## config.mk

```make
export PLATFORM = sky130hd
export DESIGN_NAME = address_range_to_cidr_prefixes
export DESIGN_NICKNAME = d
export VERILOG_FILES = /design/src/hdl/acrp_pkg.sv /design/src/hdl/acrp_unit.sv /design/src/hdl/acrp_ctrl.sv /design/src/hdl/address_range_to_cidr_prefixes.sv
export SDC_FILE = /design/constraint.sdc
export NUM_CORES = 1
export LEC_CHECK = 0
export CORE_MARGIN = 5
export CORE_UTILIZATION = 59
export DETAILED_ROUTE_END_ITERATION = 10
export DONT_BUFFER_PORTS = 1
export PLACE_DENSITY = 0.78
export SYNTH_ARGS = -nofsm -noshare
export SYNTH_HDL_FRONTEND = slang
export SYNTH_SLANG_ARGS = --single-unit
```

## constraint.sdc

```tcl
create_clock -name clk_i -period 4 [get_ports clk_i]
set_input_delay 1.2 -clock clk_i [delete_from_list [all_inputs] [get_ports clk_i]]
set_output_delay 1.2 -clock clk_i [all_outputs]
set_load 0.01 [all_outputs]
```

## src/hdl/acrp_pkg.sv

```systemverilog
// ----------------------------------------------------------------------------
// Address range to CIDR prefixes: shared definitions
// Field widths, stream packing positions and the status group that the
// prefix evaluation unit hands to the sequencer.
// ----------------------------------------------------------------------------
package acrp_pkg;

  // Default address width of the walk.
  localparam int unsigned AddrBitsDef = 32;

  // Fixed widths of the request and result fields.
  localparam int unsigned FieldW = 32;
  localparam int unsigned LenW   = 6;

  // Input tdata: lower_address, lower_length, upper_address, upper_length.
  localparam int unsigned InLoAddrLsb = 0;
  localparam int unsigned InLoLenLsb  = InLoAddrLsb + FieldW;
  localparam int unsigned InUpAddrLsb = InLoLenLsb + LenW;
  localparam int unsigned InUpLenLsb  = InUpAddrLsb + FieldW;
  localparam int unsigned InPackedW   = InUpLenLsb + LenW;
  localparam int unsigned InTdataW    = ((InPackedW + 7) / 8) * 8;

  // Output tdata: prefix_address, prefix_length.
  localparam int unsigned OutPackedW = FieldW + LenW;
  localparam int unsigned OutTdataW  = ((OutPackedW + 7) / 8) * 8;

  // Status of one evaluation of the candidate block size.
  typedef struct packed {
    logic grow_ok;  // a block twice as large is aligned and still fits
    logic fit_ok;   // the current block lies wholly inside the range
    logic at_end;   // the current block ends exactly on the range end
  } unit_flags_t;

endpackage

```

## src/hdl/acrp_unit.sv

```systemverilog
// ----------------------------------------------------------------------------
// Address range to CIDR prefixes: block evaluation unit
// Shared compare and increment unit. For the cursor and a candidate block
// size it tells whether the block fits, whether the next larger block would
// fit, and gives the address just past the block.
// ----------------------------------------------------------------------------
module acrp_unit #(
  parameter int unsigned ADDR_BITS = acrp_pkg::AddrBitsDef,
  localparam int unsigned KW = $clog2(ADDR_BITS + 1)
) (
  input  logic [ADDR_BITS:0]   cur_i,
  input  logic [ADDR_BITS-1:0] hi_i,
  input  logic [KW-1:0]        k_i,
  output acrp_pkg::unit_flags_t flags_o,
  output logic [ADDR_BITS:0]   cur_next_o
);

  logic [ADDR_BITS:0] mask_k;
  logic [ADDR_BITS:0] mask_k1;
  logic [ADDR_BITS:0] end_k;
  logic [ADDR_BITS:0] end_k1;
  logic [ADDR_BITS:0] hi_ext;
  logic               fit_k1;

  // Host-bit masks for a block of 2^k and of 2^(k+1) addresses.
  always_comb begin
    for (int i = 0; i <= int'(ADDR_BITS); i++) begin
      mask_k[i]  = (i < int'(k_i));
      mask_k1[i] = (i <= int'(k_i));
    end
  end

  // The cursor is aligned to the block, so its last address is an OR.
  assign hi_ext = {1'b0, hi_i};
  assign end_k  = cur_i | mask_k;
  assign end_k1 = cur_i | mask_k1;
  assign fit_k1 = (end_k1 <= hi_ext);

  assign flags_o.fit_ok  = (end_k <= hi_ext);
  assign flags_o.at_end  = (end_k == hi_ext);
  assign flags_o.grow_ok = (int'(k_i) < int'(ADDR_BITS)) && !cur_i[k_i] && fit_k1;

  // First address after the block.
  assign cur_next_o = end_k + {{ADDR_BITS{1'b0}}, 1'b1};

endmodule

```

## src/hdl/acrp_ctrl.sv

```systemverilog
// ----------------------------------------------------------------------------
// Address range to CIDR prefixes: walk sequencer
// Holds the cursor, range end and candidate block size, steps the unit
// once a cycle while the result register can take a value, and loads it.
// ----------------------------------------------------------------------------
module acrp_ctrl #(
  parameter int unsigned ADDR_BITS = acrp_pkg::AddrBitsDef,
  localparam int unsigned KW = $clog2(ADDR_BITS + 1)
) (
  input  logic                         clk_i,
  input  logic                         rst_ni,
  input  logic                         load_i,
  input  logic [ADDR_BITS-1:0]         lo_i,
  input  logic [ADDR_BITS-1:0]         hi_i,
  output logic                         ready_o,
  output logic [ADDR_BITS:0]           cur_o,
  output logic [ADDR_BITS-1:0]         hi_o,
  output logic [KW-1:0]                k_o,
  input  acrp_pkg::unit_flags_t        flags_i,
  input  logic [ADDR_BITS:0]           cur_next_i,
  input  logic                         out_ready_i,
  output logic                         out_valid_o,
  output logic [acrp_pkg::FieldW-1:0]  out_addr_o,
  output logic [acrp_pkg::LenW-1:0]    out_len_o,
  output logic                         out_last_o,
  output logic                         out_err_o
);

  typedef enum logic [1:0] {
    ST_IDLE,
    ST_CHECK,
    ST_GROW,
    ST_SHRINK
  } state_e;

  state_e                        state_q;
  logic [ADDR_BITS:0]            cur_q;
  logic [ADDR_BITS-1:0]          hi_q;
  logic [KW-1:0]                 k_q;
  logic                          out_valid_q;
  logic [acrp_pkg::FieldW-1:0]   out_addr_q;
  logic [acrp_pkg::LenW-1:0]     out_len_q;
  logic                          out_last_q;
  logic                          out_err_q;
  logic                          step;
  logic [acrp_pkg::LenW-1:0]     cur_len;

  // The sequencer moves on only when the result register can take a value.
  assign step    = !out_valid_q || out_ready_i;
  assign cur_len = acrp_pkg::LenW'(ADDR_BITS) - acrp_pkg::LenW'(k_q);

  // Sequencer state, walk registers and the result register.
  always_ff @(posedge clk_i or negedge rst_ni) begin
    if (!rst_ni) begin
      state_q     <= ST_IDLE;
      cur_q       <= '0;
      hi_q        <= '0;
      k_q         <= '0;
      out_valid_q <= 1'b0;
      out_addr_q  <= '0;
      out_len_q   <= '0;
      out_last_q  <= 1'b0;
      out_err_q   <= 1'b0;
    end else begin
      if (out_valid_q && out_ready_i) begin
        out_valid_q <= 1'b0;
      end
      case (state_q)
        ST_IDLE: begin
          if (load_i) begin
            cur_q   <= {1'b0, lo_i};
            hi_q    <= hi_i;
            k_q     <= '0;
            state_q <= ST_CHECK;
          end
        end
        ST_CHECK: begin
          // With a block of one address the fit test is lower <= upper.
          if (step) begin
            if (flags_i.fit_ok) begin
              state_q <= ST_GROW;
            end else begin
              out_valid_q <= 1'b1;
              out_addr_q  <= '0;
              out_len_q   <= '0;
              out_last_q  <= 1'b1;
              out_err_q   <= 1'b1;
              state_q     <= ST_IDLE;
            end
          end
        end
        ST_GROW: begin
          // Widen the block while it stays aligned and inside the range.
          if (step) begin
            if (flags_i.grow_ok) begin
              k_q <= k_q + KW'(1);
            end else if (flags_i.fit_ok) begin
              out_valid_q <= 1'b1;
              out_addr_q  <= acrp_pkg::FieldW'(cur_q[ADDR_BITS-1:0]);
              out_len_q   <= cur_len;
              out_last_q  <= flags_i.at_end;
              out_err_q   <= 1'b0;
              cur_q       <= cur_next_i;
              if (flags_i.at_end) begin
                state_q <= ST_IDLE;
              end
            end else begin
              k_q     <= k_q - KW'(1);
              state_q <= ST_SHRINK;
            end
          end
        end
        ST_SHRINK: begin
          // Block sizes only fall from here; alignment always holds.
          if (step) begin
            if (flags_i.fit_ok) begin
              out_valid_q <= 1'b1;
              out_addr_q  <= acrp_pkg::FieldW'(cur_q[ADDR_BITS-1:0]);
              out_len_q   <= cur_len;
              out_last_q  <= flags_i.at_end;
              out_err_q   <= 1'b0;
              cur_q       <= cur_next_i;
              if (flags_i.at_end) begin
                state_q <= ST_IDLE;
              end else begin
                k_q <= k_q - KW'(1);
              end
            end else begin
              k_q <= k_q - KW'(1);
            end
          end
        end
        default: begin
          state_q <= ST_IDLE;
        end
      endcase
    end
  end

  assign ready_o     = (state_q == ST_IDLE);
  assign cur_o       = cur_q;
  assign hi_o        = hi_q;
  assign k_o         = k_q;
  assign out_valid_o = out_valid_q;
  assign out_addr_o  = out_addr_q;
  assign out_len_o   = out_len_q;
  assign out_last_o  = out_last_q;
  assign out_err_o   = out_err_q;

endmodule

```

## src/hdl/address_range_to_cidr_prefixes.sv

```systemverilog
// Timing: a range error is registered from the check state after the request
// is taken, and each prefix from the grow or shrink state; a result stays
// in the result register until it is taken.
// Throughput: one range at a time, set by the walk of the shared block
// evaluation unit, which emits at most one prefix per cycle; a step that
// only changes the block size emits no prefix.
// Reset: asynchronous, active low; the block is idle and ready afterwards.
// ----------------------------------------------------------------------------
// Address range to CIDR prefixes: top level
// Turns a lower and an upper prefix into the minimal list of aligned
// prefixes that covers exactly the range between them, in ascending order.
// ----------------------------------------------------------------------------
module address_range_to_cidr_prefixes #(
  parameter int unsigned ADDR_BITS = acrp_pkg::AddrBitsDef
) (
  input  logic                           clk_i,
  input  logic                           rst_ni,
  // lower_address, lower_length, upper_address, upper_length, zero pad
  input  logic [acrp_pkg::InTdataW-1:0]  s_axis_tdata,
  input  logic                           s_axis_tvalid,
  output logic                           s_axis_tready,
  // prefix_address, prefix_length, zero pad
  output logic [acrp_pkg::OutTdataW-1:0] m_axis_tdata,
  // range_error
  output logic                           m_axis_tuser,
  output logic                           m_axis_tlast,
  output logic                           m_axis_tvalid,
  input  logic                           m_axis_tready
);

  localparam int unsigned KW = $clog2(ADDR_BITS + 1);

  logic [ADDR_BITS-1:0]          lo_addr;
  logic [ADDR_BITS-1:0]          up_addr;
  logic [acrp_pkg::LenW-1:0]     lo_len_raw;
  logic [acrp_pkg::LenW-1:0]     up_len_raw;
  logic [acrp_pkg::LenW-1:0]     lo_len;
  logic [acrp_pkg::LenW-1:0]     up_len;
  logic [ADDR_BITS-1:0]          lo_host;
  logic [ADDR_BITS-1:0]          up_host;
  logic [ADDR_BITS-1:0]          range_lo;
  logic [ADDR_BITS-1:0]          range_hi;
  logic                          load;
  logic                          ready;
  logic [ADDR_BITS:0]            cur;
  logic [ADDR_BITS-1:0]          hi;
  logic [KW-1:0]                 k;
  acrp_pkg::unit_flags_t         flags;
  logic [ADDR_BITS:0]            cur_next;
  logic [acrp_pkg::FieldW-1:0]   res_addr;
  logic [acrp_pkg::LenW-1:0]     res_len;

  // Unpack the request; only the low address bits take part.
  assign lo_addr    = s_axis_tdata[acrp_pkg::InLoAddrLsb +: ADDR_BITS];
  assign lo_len_raw = s_axis_tdata[acrp_pkg::InLoLenLsb +: acrp_pkg::LenW];
  assign up_addr    = s_axis_tdata[acrp_pkg::InUpAddrLsb +: ADDR_BITS];
  assign up_len_raw = s_axis_tdata[acrp_pkg::InUpLenLsb +: acrp_pkg::LenW];

  // Mask lengths beyond the address width saturate to a single address.
  assign lo_len = (lo_len_raw > acrp_pkg::LenW'(ADDR_BITS)) ?
                  acrp_pkg::LenW'(ADDR_BITS) : lo_len_raw;
  assign up_len = (up_len_raw > acrp_pkg::LenW'(ADDR_BITS)) ?
                  acrp_pkg::LenW'(ADDR_BITS) : up_len_raw;

  // Host-bit masks and the two ends of the range.
  always_comb begin
    for (int i = 0; i < int'(ADDR_BITS); i++) begin
      lo_host[i] = (i + int'(lo_len) < int'(ADDR_BITS));
      up_host[i] = (i + int'(up_len) < int'(ADDR_BITS));
    end
  end

  assign range_lo = lo_addr & ~lo_host;
  assign range_hi = up_addr | up_host;

  assign load          = s_axis_tvalid && ready;
  assign s_axis_tready = ready;

  acrp_ctrl #(
    .ADDR_BITS (ADDR_BITS)
  ) u_ctrl (
    .clk_i       (clk_i),
    .rst_ni      (rst_ni),
    .load_i      (load),
    .lo_i        (range_lo),
    .hi_i        (range_hi),
    .ready_o     (ready),
    .cur_o       (cur),
    .hi_o        (hi),
    .k_o         (k),
    .flags_i     (flags),
    .cur_next_i  (cur_next),
    .out_ready_i (m_axis_tready),
    .out_valid_o (m_axis_tvalid),
    .out_addr_o  (res_addr),
    .out_len_o   (res_len),
    .out_last_o  (m_axis_tlast),
    .out_err_o   (m_axis_tuser)
  );

  acrp_unit #(
    .ADDR_BITS (ADDR_BITS)
  ) u_unit (
    .cur_i      (cur),
    .hi_i       (hi),
    .k_i        (k),
    .flags_o    (flags),
    .cur_next_o (cur_next)
  );

  // Pack the result, zero padded to whole bytes.
  assign m_axis_tdata = {{(acrp_pkg::OutTdataW - acrp_pkg::OutPackedW){1'b0}},
                         res_len, res_addr};

  // An error result closes its range.
  a_err_is_last : assert property (@(posedge clk_i) disable iff (!rst_ni)
    m_axis_tvalid && m_axis_tuser |-> m_axis_tlast)
    else $error("error result without last marker");

  // An error result carries an empty prefix.
  a_err_payload : assert property (@(posedge clk_i) disable iff (!rst_ni)
    m_axis_tvalid && m_axis_tuser |-> (m_axis_tdata == '0))
    else $error("error result with non-zero prefix");

  // A taken request starts a walk, during which no request is taken.
  a_busy_after_load : assert property (@(posedge clk_i) disable iff (!rst_ni)
    s_axis_tvalid && s_axis_tready |=> !s_axis_tready)
    else $error("request taken while a walk is running");

  // Emitted mask lengths never exceed the address width.
  a_len_range : assert property (@(posedge clk_i) disable iff (!rst_ni)
    m_axis_tvalid |-> (res_len <= acrp_pkg::LenW'(ADDR_BITS)))
    else $error("prefix length beyond address width");

endmodule
```

==> results of run 1 <==
## cell type report
cell class	count	area [um^2]
clock buffer	18	439.2
clock inverter	14	201.4
fill	1098	4452
inverter	55	206.4
multi-input combinational	731	5301
sequential	114	2854
tap	184	230.2
timing repair buffer	80	684.4
## power by group through the flow
| stage | Combinational [mW] | Clock, mW | Sequential [mW] |
|---|---|---|---|
| 2_1_floorplan | 3.53 | 0 | 1.82 |
| 3_3_place_gp | 4.78 | 0 | 1.96 |
| 3_5_place_dp | 4.89 | 0 | 1.96 |
| 4_1_cts | 4.97 | 1.68 | 1.95 |
| 5_1_grt | 5.66 | 1.73 | 2.00 |
| 6_report | 5.25 | 1.68 | 1.96 |
## per-stage QoR
stage	util (%)	hold slack (ps)
detailed placement	63.55	509.8
global route	69.02	452.7
global placement	63.55	468.2
floorplan	-	449.8
CTS	68.05	450.8
finish	69.02	468.4
## cells in the final DEF (no fill, tap or decap), types with 10 or more instances in the layout
cell,instances
dfrtp_1,113
nand2_1,78
buf_4,73
o21ai_0,68
a21oi_1,68
ha_1,67
nor2_1,53
inv_1,53
a22o_1,36
nand3_1,35
nor3_1,27
xnor2_1,25
mux2_2,18
clkbuf_16,18
nand2b_1,16
nand4_1,15
a211oi_1,12
a21o_1,10
a31oi_1,10
o211ai_1,10
mux2_4,10
## routing by layer
| layer | vias up | GRT usage [%] |
|---|---|---|
| li1 | 3641 | - |
| met1 | 3936 | 42.10 |
| met2 | 442 | 53.14 |
| met3 | 98 | 8.555 |
| met4 | 0 | 14.55 |
| met5 | - | 0 |
## sequential cells by signal, summed over array words and instances, names as in the netlist
name and cells:
u_ctrl.out_err_o 1, u_ctrl.out_last_o 1, u_ctrl.out_len_o 6, u_ctrl.k_o 6, u_ctrl.out_valid_o 1, u_ctrl.cur_o 33, u_ctrl.out_addr_o 32, u_ctrl.hi_o 32
u_ctrl.state_q 2
## cells by family (layout without fill, tap and decap cells)
logic type | count (synthesis) | count (layout)
xor+xnor | 26 | 26
compound gates | 292 | 292
flops | 114 | 114
fa+ha+maj | 68 | 68
simple gates | 301 | 301
mux | 42 | 42
buf+inv | 118 | 167
other cells | 1 | 2
## Yosys cell counts, drive strengths merged (4+ instances only)
library cell,instances,area [um^2]
a32o,6,60.06
inv,55,206.5
mux2,28,352.8
buf,28,181.4
nand2,79,299.0
nand2b,16,100.1
ha,68,850.8
xnor2,25,219.0
mux4,8,180.2
nand4,15,93.84
o31ai,7,52.55
mux2i,6,60.06
and3,8,50.05
a21boi,4,30.03
o311ai,7,61.31
o22ai,6,37.54
or3,9,56.30
nor4,12,87.58
a21oi,70,357.8
dfrtp,114,2853
a211oi,13,97.59
clkbuf,35,131.4
o21ai,73,365.3
or2,9,56.31
a41o,4,40.04
nor2b,6,37.54
nor3,32,165.2
o211ai,10,75.07
nand3,35,175.2
a31oi,11,68.82
a21o,10,75.07
o21a,6,45.04
a22o,36,315.3
nor4b,4,41.29
nor2,54,202.7
and2,7,43.79
a211o,4,35.03
## worst paths after layout
kind | from | to | slack, ps | cells past startpoint
max in group asynchronous | rst_ni | u_ctrl.out_len_o[5]$_DFFE_PN0P_ | 3250 | 0
hold reg to reg | u_ctrl.hi_o[30]$_DFFE_PN0P_ | u_ctrl.hi_o[30]$_DFFE_PN0P_ | 520 | 2
min in group clk_i | u_ctrl.hi_o[30]$_DFFE_PN0P_ | u_ctrl.hi_o[30]$_DFFE_PN0P_ | 520 | 2
setup reg to reg | u_ctrl.k_o[3]$_DFFE_PN0P_ | u_ctrl.cur_o[4]$_DFFE_PN0P_ | 30 | 14
setup / recovery | u_ctrl.k_o[3]$_DFFE_PN0P_ | u_ctrl.cur_o[4]$_DFFE_PN0P_ | 30 | 14
hold / removal | rst_ni | u_ctrl.hi_o[2]$_DFFE_PN0P_ | 470 | 0
## repair_timing
item,CTS,global route
resized for setup,2,25
cloned,0,1
pin swaps,0,9
endpoints found under the setup margin,5,78
buffers inserted,0,4
hold buffers,0,0
==> out/results.tsv, run 1 <==
metric	value	unit
status	completed	
Crit path largest cell delay	450	ps
Initial Util	59.40	%
CP dominant cell by count	and2_1	
layout cells sized above 1	18.97	%
Die ar.	0.01697	mm^2
Slew Viols, Final	0	
critical path type	flip-flop to flip-flop	
RSZ-0062 raised after global routing	true	
metal1 wirelength	10900	um
clock-pin slew on the worst setup and hold paths	60	ps
cell chain of the critical path	buf_12, and2_1, a311o_1, o21bai_1, ha_1, nand3_1, nor3_2, and3_4, and2_1, a221o_1, nand2_2, a21oi_4, clkbuf_16, mux2_2	
asr flop ratio synth	100.0	%
Post-Synth Simple-Gate Area	18.08	%
maximum clock insertion buffer count	2	
Buf/Inv on CP	2	
final worst-path setup slack	30.21	ps
PwrDens	896.9	mW/mm^2
Top Metal Used	met4	
slowest cell on the critical path	dfrtp_2	
Overall Global Routing Usage	33.04	%
input/output buffers	0	
Comb power frac	59.1	%
crit-path leading delay family	simple AND/OR/NAND/NOR gates	
Pre-antenna DRT Iters	5	
Req. time, crit path	4320	ps
# nets final	1151	
Final Hold Viols	0	
worst-case clock skew	7.162	ps
total CTS buffers	17	
Post-DRT Antenna Nets	0	
post-synthesis mux area share	6.949	%
largest fanout on the critical path	16	
Core Area	0.01437	mm^2
placed wire-length estimate	20550	um
WL met3	2513	um
Cells after Synth	962	
top-level I/O count	128	
vias in the first global route	7803	
Sw Ratio	43.61	%
CTS Sinks	114	
Compound-Gate Fraction of Synth Area	22.78	%
fin area	0.009917	mm^2
initial DRC count	918	
Tmin final	3970	ps
Yosys reg bits	114	
wire length per cell	23.53	um
Top FF cell, synth	dfrtp_1	
die width	130.3	um
largest family of logic cells by synthesized area	compound AO/OA/AOI/OAI gates	
diode count	0	
largest net degree at the start of global routing	115	
sequential power share	22.1	%
Worst EP arrival	4290	ps
Rows	44	
Seq/Total Area, Yosys	33.43	%
Worst-Margin Slew	842.5	ps
final setup vio count	0	
clk_lat worst skew	430	ps
Int Pwr	5.015	mW
area post-placement	0.009131	mm^2
Worst Setup End Kind	flip-flop	
Placed Cells	1159	
post-synthesis average cell area	8.872	um^2
Post-Syn Area	0.008534	mm^2
initial antenna violation count	0	
MaxCap Viol Count	0	
Static Leakage	4.455	nW
DR DRC count	0	
Synth Area in XOR/XNOR	2.668	%
Slew HR	42.38	%
type of the tightest min-delay check	primary input to asynchronous set/reset pin	
Vias/cell	6.787	
first-pass GRT wire length	42390	um
number of warnings issued by yosys	0	
routed vias	8117	
critical path startpoint category	flip-flop	
post-place setup slack	14.29	ps
Die Y	130.3	um
EDFF count, synth	0	
Finished Layout Cells	1196	
number of distinct library cells after synthesis	72	
Area Overhead vs Synth	16.20	%
Clk pwr share	18.8	%
GPL Wtd Cong	0.9551	
total length of routed wires	28150	um
Fin Setup TNS	0	ps
period utilization	99.24	%
CTS tree	done	
Root Buffer	clkbuf_16	
total power	8.895	mW
IR drop worst, VDD	0.7810	mV
CTS H-tree depth	4	
adder-cell share of the synthesized area	9.969	%
Net Sw Power	3.879	mW
grt ovf	0	
Fmax	0.2519	GHz
routed wire length on met2	13540	um
No activity file was read; power rests on OpenSTA's default activity.
==> inputs of run 2 (changes only) <==
--- a/config.mk
+++ b/config.mk
@@ -9,7 +9,7 @@
 export CORE_UTILIZATION = 59
 export DETAILED_ROUTE_END_ITERATION = 10
 export DONT_BUFFER_PORTS = 1
-export PLACE_DENSITY = 0.78
+export PLACE_DENSITY = 0.77
 export SYNTH_ARGS = -nofsm -noshare
 export SYNTH_HDL_FRONTEND = slang
 export SYNTH_SLANG_ARGS = --single-unit
==> out/results.tsv, run 2 (synthesis results as in run 1) <==
metric	value	unit	change
Die Y	130.3	um	unchanged
Worst EP arrival	4320	ps	+30 ps
vias in the first global route	7627		-2.3%
Sw Ratio	43.45	%	-0.17 points
post-place setup slack	10.44	ps	-3.857 ps
Net Sw Power	3.866	mW	-0.33%
sequential power share	22.3	%	+0.2 points
Die ar.	0.01697	mm^2	unchanged
clk_lat worst skew	420	ps	about the same
cell chain of the critical path	or4_4, buf_4, nor4b_4, ha_2, nor2b_4, o211ai_1, a21boi_2, or4b_4, a221o_1, nand2_2, a21oi_4, clkbuf_16, mux2_4		
first-pass GRT wire length	41470	um	-2.2%
maximum clock insertion buffer count	2		unchanged
crit-path leading delay family	simple AND/OR/NAND/NOR gates		
DR DRC count	0		unchanged
wire length per cell	23.40	um	-0.56%
Slew HR	53.28	%	+11 points
Initial Util	59.40	%	unchanged
Int Pwr	5.033	mW	+0.35%
Slew Viols, Final	0		unchanged
Area Overhead vs Synth	18.03	%	
hold_buf cts	0		unchanged
layout cells sized above 1	20.43	%	+1.5 points
final setup vio count	5		+5
top-level I/O count	128		unchanged
PwrDens	883.4	mW/mm^2	-1.5%
Root Buffer	clkbuf_16		
grt ovf	0		unchanged
max reg flops	33		unchanged
area post-placement	0.009149	mm^2	+0.19%
CTS H-tree depth	4		unchanged
Pre-antenna DRT Iters	7		+2
final core occ	70.11	%	+1.1 points
Fmax	0.2491	GHz	-1.1%
initial DRC count	1095		+19%
total CTS buffers	17		unchanged
initial antenna violation count	0		unchanged
Core Area	0.01437	mm^2	unchanged
placed wire-length estimate	20200	um	-1.7%
cell count of the worst reg-to-reg path	13		-1
fin area	0.01007	mm^2	+1.6%
CTS tree	done		
worst-case clock skew	4.740	ps	-2.421 ps
die width	130.3	um	unchanged
commonest non-fill, non-tap cells in the layout	110 x dfrtp_1, 78 x nand2_1, 75 x buf_4		
Fin Setup TNS	-41.54	ps	-41.54 ps
critical path startpoint category	flip-flop		
MaxCap Viol Count	0		unchanged
CTS Sinks	114		unchanged
Buf/Inv on CP	2		unchanged
largest net degree at the start of global routing	115		unchanged
Reg2Reg Setup Slack	-20	ps	-50 ps
period utilization	100.4	%	+1.1 points
Rows	44		unchanged
status	finished, violations left		
Crit path largest cell delay	590	ps	+140 ps
Static Leakage	4.496	nW	+0.93%
Worst Setup End Kind	flip-flop		
Finished Layout Cells	1202		+0.50%
final worst-path setup slack	-15.16	ps	-45.37 ps
critical path type	flip-flop to flip-flop		
total length of routed wires	28130	um	about the same
Post-DRT Antenna Nets	0		unchanged
FILL cells	1110		+1.1%
failing checks	negative setup slack		
GPL Wtd Cong	0.9680		+1.4%
Overall Global Routing Usage	32.05	%	-0.99 points
input/output buffers	0		unchanged
largest fanout on the critical path	7		-9
Tmin final	4015	ps	+45.37 ps
Comb power frac	59.8	%	+0.7 points
critical path depth in cells	13		-1
routed vias	8132		+0.18%
Placed Cells	1158		-0.086%
WHS	474.2	ps	+5.791 ps
type of the tightest min-delay check	primary input to asynchronous set/reset pin		
slowest cell on the critical path	or4_4		
# nets final	1157		+0.52%
diode count	0		unchanged
Clk pwr share	17.9	%	-0.9 points
Worst-Margin Slew	683.1	ps	-159.4 ps
most common cell after layout, fill and taps aside	dfrtp_1		
Vias/cell	6.765		-0.32%
IR drop worst, VDD	0.5402	mV	-31%
total power	8.899	mW	about the same
Final Hold Viols	0		unchanged
Req. time, crit path	4300	ps	-20 ps
clock-pin slew on the worst setup and hold paths	60	ps	about the same
[run 2: changes by cell type in the layout (fill, tap and decap cells not counted), sizes merged]
cell    before  now
buf         79   83
clkinv       4    7
clkbuf      19   21
inv         59   57
bufinv       4    3
[run 2: power groups by stage]
stage / combinational [mW] / clock [mW] / sequential (mW)
global route: 5.67 / 1.65 / 2.02
global placement: 4.78 / 0 / 1.97
detailed placement: 4.88 / 0 / 1.97
CTS: 4.92 / 1.60 / 1.97
finish: 5.32 / 1.59 / 1.98
floorplan: 3.53 / 0 / 1.82
[run 2: path summary, 6_finish.rpt]
kind	from	endpoint
worst max-delay path	u_ctrl.k_o[5]$_DFFE_PN0P_	u_ctrl.cur_o[19]$_DFFE_PN0P_
worst min-delay path	rst_ni	u_ctrl.hi_o[0]$_DFFE_PN0P_
worst max register to register	u_ctrl.k_o[5]$_DFFE_PN0P_	u_ctrl.cur_o[19]$_DFFE_PN0P_
worst min register to register	u_ctrl.hi_o[30]$_DFFE_PN0P_	u_ctrl.hi_o[30]$_DFFE_PN0P_
max in group asynchronous	rst_ni	u_ctrl.k_o[4]$_DFFE_PN0P_
min in group clk_i	u_ctrl.hi_o[30]$_DFFE_PN0P_	u_ctrl.hi_o[30]$_DFFE_PN0P_
[run 2: timing repair]
| item | CTS | global route |
|---|---|---|
| pin swaps | 0 | 7 |
| setup buffers | 0 | 8 |
| gates cloned | 0 | 4 |
| endpoints found under the setup margin | 25 | 78 |
| resized for setup | 1 | 35 |
[run 2: per-layer routing]
metal  global-route usage, %  share of wire, %
met5                       0                 0
met4                   12.96               4.0
met3                   7.614               9.5
met2                   51.48                48
met1                   41.88                38
[run 2: final cells by class]
type / count / area [um^2] / share of cell area [%]
Clock inverter: 14 / 180.2 / 1.789
Tap cell: 184 / 230.2 / 2.285
Clock buffer: 18 / 439.2 / 4.360
Inverter: 55 / 206.4 / 2.049
Multi-Input combinational cell: 731 / 5370 / 53.31
Sequential cell: 114 / 2858 / 28.37
Timing Repair Buffer: 86 / 789.5 / 7.838
[run 2: worst reg2reg max path: cells and delay by family, from the launching register on]
kind                       cells  cell delay [ps]
and+or+nand+nor                5             1580
AOI/OAI and AO/OA              4              920
DFF                            1              450
buffers and inverters          2              400
muxes                          1              300
adders and majority gates      1              240
==> inputs of run 3 (changes only) <==
--- a/config.mk
+++ b/config.mk
@@ -5,6 +5,7 @@
 export SDC_FILE = /design/constraint.sdc
 export NUM_CORES = 1
 export LEC_CHECK = 0
+export ABC_AREA = 1
 export CORE_MARGIN = 5
 export CORE_UTILIZATION = 59
 export DETAILED_ROUTE_END_ITERATION = 10
==> out/results.tsv, run 3 <==
metric	value	unit	change
area occupied by multi-input gates	0.005598	mm^2	+4.2%
initial DRC count	1367		+25%
MaxCap Viol Count	0		unchanged
Die Y	136.3	um	+4.6%
wire length per cell	19.97	um	-15%
GPL Wtd Cong	1.077		+11%
RSZ-0062 raised after global routing	false		
vias in the first global route	9509		+25%
maximum clock insertion buffer count	2		unchanged
Area Overhead vs Synth	9.881	%	
worst-case clock skew	10.43	ps	+5.690 ps
Slew HR	51.52	%	-1.8 points
first-pass GRT wire length	52300	um	+26%
Post-Syn Area	0.009408	mm^2	+10%
number of distinct library cells after synthesis	44		-39%
period utilization	97.29	%	-3.1 points
post-synth top area cell	dfrtp_1		
Yosys reg bits	114		unchanged
Fmax	0.2570	GHz	+3.2%
EDFF count, synth	0		unchanged
Post-DRT Antenna Nets	0		unchanged
Clk pwr share	14.9	%	-3.0 points
Tmin final	3892	ps	-123.6 ps
WHS	469.4	ps	-4.739 ps
Worst-Margin Slew	724.5	ps	+41.33 ps
hold_buf cts	0		unchanged
Int Pwr	4.592	mW	-8.8%
max reg flops	33		unchanged
number of warnings issued by yosys	0		unchanged
clk_lat worst skew	430	ps	about the same
critical path type	flip-flop to flip-flop		
post-synthesis average cell area	6.488	um^2	-27%
die width	136.3	um	+4.6%
Root Buffer	clkbuf_16		
# nets final	1614		+39%
status	completed		
setup bufs post-CTS	0		unchanged
crit-path leading delay family	simple AND/OR/NAND/NOR gates		
Top FF cell, synth	dfrtp_1		
Crit path largest cell delay	580	ps	about the same
PwrDens	975.6	mW/mm^2	+10%
Die ar.	0.01857	mm^2	+9.4%
Rows	46		+4.5%
Seq/Total Area, Yosys	30.32	%	-3.1 points
FILL cells	1442		+30%
Area contributors post-synth	dfrtp_1 30%, nand2_1 18%, ha_1 9.0%		
layout cells sized above 1	8.339	%	-12 points
Vias/cell	5.927		-12%
Worst EP arrival	4250	ps	-70 ps
clock-pin slew on the worst setup and hold paths	70	ps	about the same
CTS tree	done		
proportion of netlist area held by the largest area contributor	30.32	%	-3.1 points
largest fanout on the critical path	25		+18
Post-synth top cells	455 x nand2_1, 180 x inv_1, 155 x nand3_1		
largest net degree at the start of global routing	115		unchanged
slowest cell on the critical path	dfrtp_1		
Net Sw Power	5.493	mW	+42%
Buf/Inv on CP	2		unchanged
IR drop worst, VDD	0.6041	mV	+12%
CTS Sinks	114		unchanged
Initial Util	59.66	%	+0.26 points
Cells after Synth	1450		+51%
top-level I/O count	128		unchanged
commonest non-fill, non-tap cells in the layout	454 x nand2_1, 178 x inv_1, 154 x nand3_1		
initial antenna violation count	1		+1
Comb power frac	64.9	%	+5.1 points
most frequent cell after synthesis	nand2_1		
cell chain of the critical path	nand2_2, nor2_1, nor3_1, o21ai_0, ha_1, nand2_1, nor2_1, nand4_1, nor2_1, nand4_1, nand2_2, nand3_2, nand2_1, inv_1, nand2_2, buf_12, nand2_1, nand2_1		
final worst-path setup slack	108.5	ps	+123.6 ps
CP dominant cell by count	nand2_1		
Worst Setup End Kind	flip-flop		
critical path startpoint category	flip-flop		
Overall Global Routing Usage	36.97	%	+4.9 points
placed wire-length estimate	26350	um	+30%
total length of routed wires	33760	um	+20%
Pre-antenna DRT Iters	7		unchanged
CTS H-tree depth	4		unchanged
sequential power share	20.2	%	-2.1 points
Final Hold Viols	0		unchanged
final setup vio count	0		-5
Static Leakage	5.530	nW	+23%
Fin Setup TNS	0	ps	+41.54 ps
Sw Ratio	54.47	%	+11 points
total CTS buffers	17		unchanged
Core Area	0.01577	mm^2	+9.8%
diode count	0		unchanged
Reg area	0.002855	mm^2	about the same
post-place setup slack	209.6	ps	+199.2 ps
DR DRC count	0		unchanged
routed vias	10020		+23%
most common cell after layout, fill and taps aside	nand2_1		
asr flop ratio synth	100.0	%	unchanged
input/output buffers	0		unchanged
Slew Viols, Final	0		unchanged
Req. time, crit path	4360	ps	+60 ps
grt ovf	0		unchanged
type of the tightest min-delay check	primary input to asynchronous set/reset pin		
-- run 3: layout make-up --
class | instances | area share [%]
repair buffers | 41 | 3.341
inverters | 186 | 6.790
clock inverters | 14 | 1.235
multi-input cells | 1102 | 54.15
well taps | 216 | 2.614
clock buffers | 18 | 4.248
flip-flops and latches | 114 | 27.62
-- run 3: power groups by stage --
stage	sequential, mW	combinational (mW)	clock [mW]
2_1_floorplan	1.90	4.53	0
3_3_place_gp	2.03	6.15	0
3_5_place_dp	2.04	6.29	0
4_1_cts	2.03	6.37	1.50
5_1_grt	2.08	7.26	1.56
6_report	2.04	6.54	1.50
-- run 3: logic make-up after synthesis --
kind of cell / count (synthesis) / synth area share [%]
buffers and inverters: 235 / 10.35
other: 1 / 0.03986
adders and majority gates: 68 / 9.044
xor gates and xnor gates: 5 / 0.4655
DFF: 114 / 30.32
and+or+nand+nor: 824 / 36.84
AOI/OAI and AO/OA: 203 / 12.94
-- run 3: stage by stage --
step	instances	utilization [%]	instance area, um^2	total power [mW]
global route	1691	65.55	10340	10.90
finish	1691	65.55	10340	10.08
CTS	1691	65.43	10320	9.903
global placement	1659	61.84	9752	8.175
detailed placement	1659	61.84	9752	8.338
floorplan	1451	-	9412	6.437
-- run 3: metal layers --
metal | track usage [%] | routed length [um] | share of wire [%] | vias up
li1 | - | - | - | 4738
met1 | 49.32 | 13610 | 40 | 4587
met2 | 58.09 | 15290 | 45 | 575
met3 | 6.773 | 3229 | 9.6 | 121
met4 | 17.58 | 1622 | 4.8 | 2
met5 | 0 | 12 | 0.036 | -
-- run 3: final timing paths --
path / slack [ps] / end / cells after the start / start
min: 470 / u_ctrl.hi_o[8]$_DFFE_PN0P_ / 0 / rst_ni
max: 110 / u_ctrl.out_addr_o[12]$_DFFE_PN0P_ / 18 / u_ctrl.k_o[2]$_DFFE_PN0P_
max reg2reg: 110 / u_ctrl.out_addr_o[12]$_DFFE_PN0P_ / 18 / u_ctrl.k_o[2]$_DFFE_PN0P_
max in group asynchronous: 3380 / u_ctrl.cur_o[24]$_DFFE_PN0P_ / 0 / rst_ni
min in group clk_i: 510 / u_ctrl.out_addr_o[5]$_DFFE_PN0P_ / 2 / u_ctrl.cur_o[5]$_DFFE_PN0P_
min reg2reg: 510 / u_ctrl.out_addr_o[5]$_DFFE_PN0P_ / 2 / u_ctrl.cur_o[5]$_DFFE_PN0P_
-- run 3: what timing repair did --
item,in CTS,in global routing
resized for setup,0,8
setup endpoints to repair,0,71
hold endpoints to repair,0,0
